$ cat config.mk
export PLATFORM = sky130hd
export DESIGN_NAME = rme_sqrt_cell
export DESIGN_NICKNAME = d
export VERILOG_FILES = /design/src/design/rme_pkg.sv /design/src/design/rme_sqrt_cell.sv
export SDC_FILE = /design/constraint.sdc
export NUM_CORES = 1
export LEC_CHECK = 0
export ABC_CLOCK_PERIOD_IN_PS = 10800
export BUFFER_PORTS_ARGS = -buffer_cell sky130_fd_sc_hd__buf_4
export CAP_MARGIN = 15
export CORE_ASPECT_RATIO = 0.75
export CORE_UTILIZATION = 38
export CTS_BUF_LIST = sky130_fd_sc_hd__clkbuf_2
export DETAILED_ROUTE_END_ITERATION = 8
export PLACE_DENSITY = 0.64
export SLEW_MARGIN = 20
export SYNTH_ARGS = -nofsm -noshare
export SYNTH_HDL_FRONTEND = slang
export SYNTH_SLANG_ARGS = --single-unit
$ cat constraint.sdc
create_clock -name i_clk -period 10.8 [get_ports i_clk]
set_clock_uncertainty 0.05 [all_clocks]
set_input_delay 0.54 -clock i_clk [delete_from_list [all_inputs] [get_ports i_clk]]
set_output_delay 0.54 -clock i_clk [all_outputs]
set_load 0.02 [all_outputs]
$ cat src/design/rme_pkg.sv
// shared types, constants and arithmetic helpers for the rotation matrix to euler block
package rme_pkg;

    // pipeline sizing
    localparam int CORDIC_STAGES = 16;
    localparam int SQRT_STEPS    = 16;
    localparam int SQ_STG_W      = $clog2(SQRT_STEPS);
    localparam int STG_W         = 5;
    localparam int SIDE_DEPTH    = SQRT_STEPS + CORDIC_STAGES + 3;
    localparam int LATENCY       = 5 + SQRT_STEPS + 2 * CORDIC_STAGES;

    // datapath widths
    localparam int SQ_W  = 32;
    localparam int RES_W = 33;
    localparam int CX_W  = 34;
    localparam int CZ_W  = 35;
    localparam int PRE_W = 18;
    localparam int ANG_W = 19;

    localparam logic signed [CZ_W-1:0]  PI_Q30         = 35'sd3373259426;
    localparam logic signed [ANG_W-1:0] ANGLE_MAX_PI   = 19'sd25736;
    localparam logic signed [ANG_W-1:0] ANGLE_MAX_HALF = 19'sd12868;
    localparam logic [15:0]             THR_RESET      = 16'd1;

    // partial square root state
    typedef struct packed {
        logic [SQ_W-1:0]  rem;
        logic [RES_W-1:0] root;
    } t_sqrt;

    // vectoring cordic state
    typedef struct packed {
        logic signed [CX_W-1:0] x;
        logic signed [CX_W-1:0] y;
        logic signed [CZ_W-1:0] z;
        logic                   zero;
    } t_cordic;

    // matrix elements carried alongside the pitch path
    typedef struct packed {
        logic signed [15:0] xx;
        logic signed [15:0] yx;
        logic signed [15:0] zy;
        logic signed [15:0] zz;
        logic signed [15:0] yz;
        logic signed [15:0] xz;
        logic               lock;
    } t_side;

    // pitch and lock carried alongside roll and yaw
    typedef struct packed {
        logic signed [14:0] pitch;
        logic               lock;
    } t_pl;

    // arctangent table in q30, truncated
    function automatic logic signed [CZ_W-1:0] atan_q30(input logic [STG_W-1:0] idx);
        logic signed [CZ_W-1:0] v;
        case (idx)
            5'd0:    v = 35'sd843314856;
            5'd1:    v = 35'sd497837829;
            5'd2:    v = 35'sd263043836;
            5'd3:    v = 35'sd133525158;
            5'd4:    v = 35'sd67021686;
            5'd5:    v = 35'sd33543515;
            5'd6:    v = 35'sd16775850;
            5'd7:    v = 35'sd8388437;
            5'd8:    v = 35'sd4194282;
            5'd9:    v = 35'sd2097149;
            5'd10:   v = 35'sd1048575;
            5'd11:   v = 35'sd524287;
            5'd12:   v = 35'sd262143;
            5'd13:   v = 35'sd131071;
            5'd14:   v = 35'sd65535;
            5'd15:   v = 35'sd32767;
            5'd16:   v = 35'sd16383;
            5'd17:   v = 35'sd8191;
            5'd18:   v = 35'sd4095;
            5'd19:   v = 35'sd2047;
            5'd20:   v = 35'sd1023;
            5'd21:   v = 35'sd511;
            5'd22:   v = 35'sd255;
            5'd23:   v = 35'sd127;
            default: v = '0;
        endcase
        return v;
    endfunction

    // quadrant fold and scaling ahead of the cordic
    function automatic t_cordic cordic_pre(input logic signed [PRE_W-1:0] y,
                                           input logic signed [PRE_W-1:0] x);
        t_cordic                 c;
        logic signed [PRE_W-1:0] xa;
        logic signed [PRE_W-1:0] ya;
        c.zero = (x == '0) && (y == '0);
        if (x < 0) begin
            c.z = (y >= 0) ? PI_Q30 : -PI_Q30;
            xa  = -x;
            ya  = -y;
        end else begin
            c.z = '0;
            xa  = x;
            ya  = y;
        end
        c.x = CX_W'(xa) <<< 14;
        c.y = CX_W'(ya) <<< 14;
        return c;
    endfunction

    // q30 angle to q2.13, round half away from zero
    function automatic logic signed [ANG_W-1:0] cordic_post(input t_cordic c);
        logic [CZ_W-1:0] ax;
        logic [CZ_W-1:0] rnd;
        logic [17:0]     mag;
        logic signed [ANG_W-1:0] q;
        ax  = (c.z < 0) ? CZ_W'(-c.z) : CZ_W'(c.z);
        rnd = ax + CZ_W'(65536);
        mag = rnd[CZ_W-1:17];
        q   = $signed({1'b0, mag});
        if (c.zero) begin
            return '0;
        end
        return (c.z < 0) ? -q : q;
    endfunction

    // symmetric clamp
    function automatic logic signed [ANG_W-1:0] sat(input logic signed [ANG_W-1:0] v,
                                                    input logic signed [ANG_W-1:0] lim);
        if (v > lim) begin
            return lim;
        end
        if (v < -lim) begin
            return -lim;
        end
        return v;
    endfunction

endpackage

$ cat src/design/rme_sqrt_cell.sv
// one digit step of the integer square root chain
module rme_sqrt_cell (
    input  logic                          i_clk,
    input  logic                          i_en,
    input  logic [rme_pkg::SQ_STG_W-1:0]  i_stage,
    input  rme_pkg::t_sqrt                i_data,
    output rme_pkg::t_sqrt                o_data
);

    logic [rme_pkg::SQ_STG_W:0]   w_sh;
    logic [rme_pkg::RES_W-1:0]    w_bit;
    logic [rme_pkg::RES_W-1:0]    w_sum;
    rme_pkg::t_sqrt               n_data;
    rme_pkg::t_sqrt               r_data;

    // trial bit for this digit
    assign w_sh  = {rme_pkg::SQ_STG_W'(rme_pkg::SQRT_STEPS - 1) - i_stage, 1'b0};
    assign w_bit = rme_pkg::RES_W'(1) << w_sh;
    assign w_sum = i_data.root + w_bit;

    // compare and subtract
    always_comb begin
        if ({1'b0, i_data.rem} >= w_sum) begin
            n_data.rem  = i_data.rem - w_sum[rme_pkg::SQ_W-1:0];
            n_data.root = (i_data.root >> 1) + w_bit;
        end else begin
            n_data.rem  = i_data.rem;
            n_data.root = i_data.root >> 1;
        end
    end

    // hand to the next cell
    always_ff @(posedge i_clk) begin
        if (i_en) begin
            r_data <= n_data;
        end
    end

    assign o_data = r_data;

endmodule

==> out/qor.yml <==
critical_path:
  cp_slowest_stage_delay_ns: 0.45
  crit_start: "i_stage[0]"
  worstPathCellList: "buf_4, nand2b_1, nor2_1, ha_1, a31oi_1, o21ai_0, a311o_1, nand2_1, a21oi_1, a21o_1, a31oi_1, xor2_1, ha_1, and3_1, nand2_1, nor3_1, o2111ai_2, a41oi_2, a311o_1, buf_4, nand2_1, mux2_2"
  critical_path_class: "input port to flip-flop"
  setup.worst_path.start_class: "input port"
  slowest_stage: "nand2_1"
  cp.required_ns: 11.12
  critPathMostFrequentCell: "nand2_1"
  arrival_ns: 6.13
  cp_max_fo: 29
  crit_path_end_kind: "flip-flop"
pwr:
  pwr-share-comb_pct: 43.6
  switching_power_mw: 0.320
  power.share.clock_pct: 18.1
  leakage_nw: 3.14
  internal_power_mw: 0.520
  seqPwrFrac_pct: 38.2
  switching_share_pct: 38.1
  powerDensity_nw_per_um2: 107
  irDropWorstVdd_uv: 50.2
floorplanning:
  die_h_um: 115
  die_area_um2: 17500
  start_util_pct: 39.6
  row_count: 40
  io-pin-count: 136
  die_x_um: 153
  fp.coreArea_um2: 16300
grt:
  grt_use_total_pct: 21.8
  antenna_found_initial: 0
  grt_max_degree: 66
  grt_pass1_vias: 5601
  grt_pass1_wl_mm: 29.7
  grt_overflow: 0
flow_run:
  drv_cap: 0
timing:
  fin_crit_ns: 5.81
  worst_pin_slew_ns: 0.858
  slew_violations: 0
  setup-violations-final: 0
  min_period_over_period_pct: 53.8
  finalHoldViolations: 0
  fmax_mhz: 172
  max-slew-margin-rel_pct: 42.8
  setup_tns_ns: 0
  rsz0062_at_grt: "no"
clocking:
  post-cts-setup-buffers: 0
  cts-buffers-inserted: 9
  ctsHoldBuffers: 0
  clock_sinks: 65
  cts_tree: "done"
  cts_resized: 0
  clk_pin_slew_ns: 0.22
  clockRootBuffer: "clkbuf_2"
  clock_path_buffers: 2
  h-tree-depth: 3
placement:
  dp_hpwl_mm: 14.7
  io_buffers: 135
  gp_congestion: 0.961
status:
  violations: "design-rule violations"
  status: "complete, but fails checks"
synth:
  ys.flop_type: "edfxtp_1"
  syn-num-nets: 848
  synth_area_leaders: "edfxtp_1 (30%), ha_1 (13%), xnor2_1 (6.5%)"
  synth-async-reset-ratio_pct: 0
  syn_avg_cell_area_um2: 9.10
  synth_seq_cells: 65
  synth_edf_count: 65
  synth_cells: 710
  syn_area_um2: 6460
  synth_warnings: 0
  yosysTopAreaCellShare_pct: 30.2
  ys_types: 60
  ys_seq_area_share_pct: 30.2
  synth_largest_area_cell: "edfxtp_1"
finish:
  syn_to_final_growth_pct: 20.9
  final_core_util_pct: 47.9
  drive_above_1_share_pct: 22.1
  layout.nets: 984
  diodes: 0
  largest_reg_flops: 65
route:
  via_per_inst: 5.71
  vias: 6056
  dr.first_iter.drc_count: 398
  routedWlPerCell_um: 17.7
  dr.pass1.iters: 7
  drc: 8
  wl_mm: 18.8
  detail-route-antenna-nets: 0
hold_path:
  hold_start: "i_data[61]"
  hp-class: "input port to flip-flop"
layout by cell type (no fill, tap or decap), types with 6 or more instances in the layout:
cell type	netlist	routed
nand2b_1	13	13
a31oi_1	22	22
edfxtp_1	65	65
and3_1	7	7
o21bai_1	6	6
mux2_4	11	11
nor2_1	55	55
nand4_1	8	8
xor2_1	32	31
xnor2_1	48	48
nor2b_1	8	8
a21oi_1	71	71
clkbuf_2	0	10
nand2_1	43	43
mux2_2	9	9
nand3_1	23	23
nor3_1	21	21
o21ai_0	53	53
inv_1	17	17
a31o_2	6	6
a21boi_0	7	7
a211oi_1	8	8
a21o_1	13	13
ha_1	66	66
o211ai_1	9	9
buf_4	1	140
o21a_1	11	11
path summary, 6_finish.rpt:
path / to / slack, ns / cells past startpoint
hold / removal: o_data[61] / 0.20 / 2
setup / recovery: o_data[34] / 4.99 / 22
layout make-up:
class / count / area, um^2
Timing Repair Buffer: 140 / 1050
Sequential cell: 65 / 1950
Clock inverter: 6 / 58.8
Inverter: 17 / 63.8
Tap cell: 210 / 263
Fill cell: 1609 / 8500
Multi-Input combinational cell: 613 / 4370
Clock buffer: 10 / 50.0
per-stage QoR:
step	power (mW)	cell area, um^2	setup WS [ns]	std cells	hold WS [ns]
final	0.839	7810	4.99	1061	0.196
after global routing	0.889	7810	4.65	1061	0.148
after CTS	0.846	7810	5.10	1061	0.121
after detailed placement	0.689	7700	4.44	1045	0.814
after global placement	0.690	7700	4.67	1045	0.805
after floorplan	0.558	6460	5.48	710	0.602
worst max-delay path: cells and delay by family:
family	cells	cell delay, ns
AOI/OAI and AO/OA	9	2.22
xor gates and xnor gates	1	0.11
adders and majority gates	2	0.72
buffers and inverters	2	0.45
muxes	1	0.41
and+or+nand+nor	7	1.66
logic make-up after synthesis:
| kind of cell | synth area share [%] |
|---|---|
| adder cells (fa/ha/maj) | 13.1 |
| AND/OR/NAND/NOR | 15.0 |
| XOR/XNOR | 10.8 |
| multiplexers | 4.13 |
| AO/OA/AOI/OAI | 24.5 |
| buffers and inverters | 2.19 |
| flip-flops | 30.2 |
power by group through the flow:
stage | registers [mW] | logic [mW] | clock network [mW]
CTS | 0.321 | 0.364 | 0.160
global placement | 0.327 | 0.363 | 0
global route | 0.324 | 0.398 | 0.168
floorplan | 0.363 | 0.195 | 0
detailed placement | 0.327 | 0.363 | 0
finish | 0.321 | 0.366 | 0.152
per-layer routing:
metal	share of wire (%)	vias up	global-route usage, %
met5	0	-	0
met2	43	228	33.2
met4	1.3	0	6.26
met3	6.6	27	3.66
met1	49	2812	31.8
li1	-	2989	-
synthesized netlist by cell type, types with 8 or more instances:
| cell | n |
|---|---|
| a21oi_1 | 71 |
| nand4_1 | 8 |
| mux2_4 | 11 |
| edfxtp_1 | 65 |
| clkbuf_1 | 10 |
| ha_1 | 66 |
| nand2_1 | 43 |
| nand2b_1 | 13 |
| o211ai_1 | 9 |
| o21ai_0 | 53 |
| xnor2_1 | 48 |
| xor2_1 | 32 |
| o21a_1 | 11 |
| nor2_1 | 55 |
| a21o_1 | 13 |
| a211oi_1 | 8 |
| nor3_1 | 21 |
| a31oi_1 | 22 |
| inv_1 | 17 |
| nand3_1 | 23 |
| nor2b_1 | 8 |
| mux2_2 | 9 |
Power figures use the tool's default switching activity.
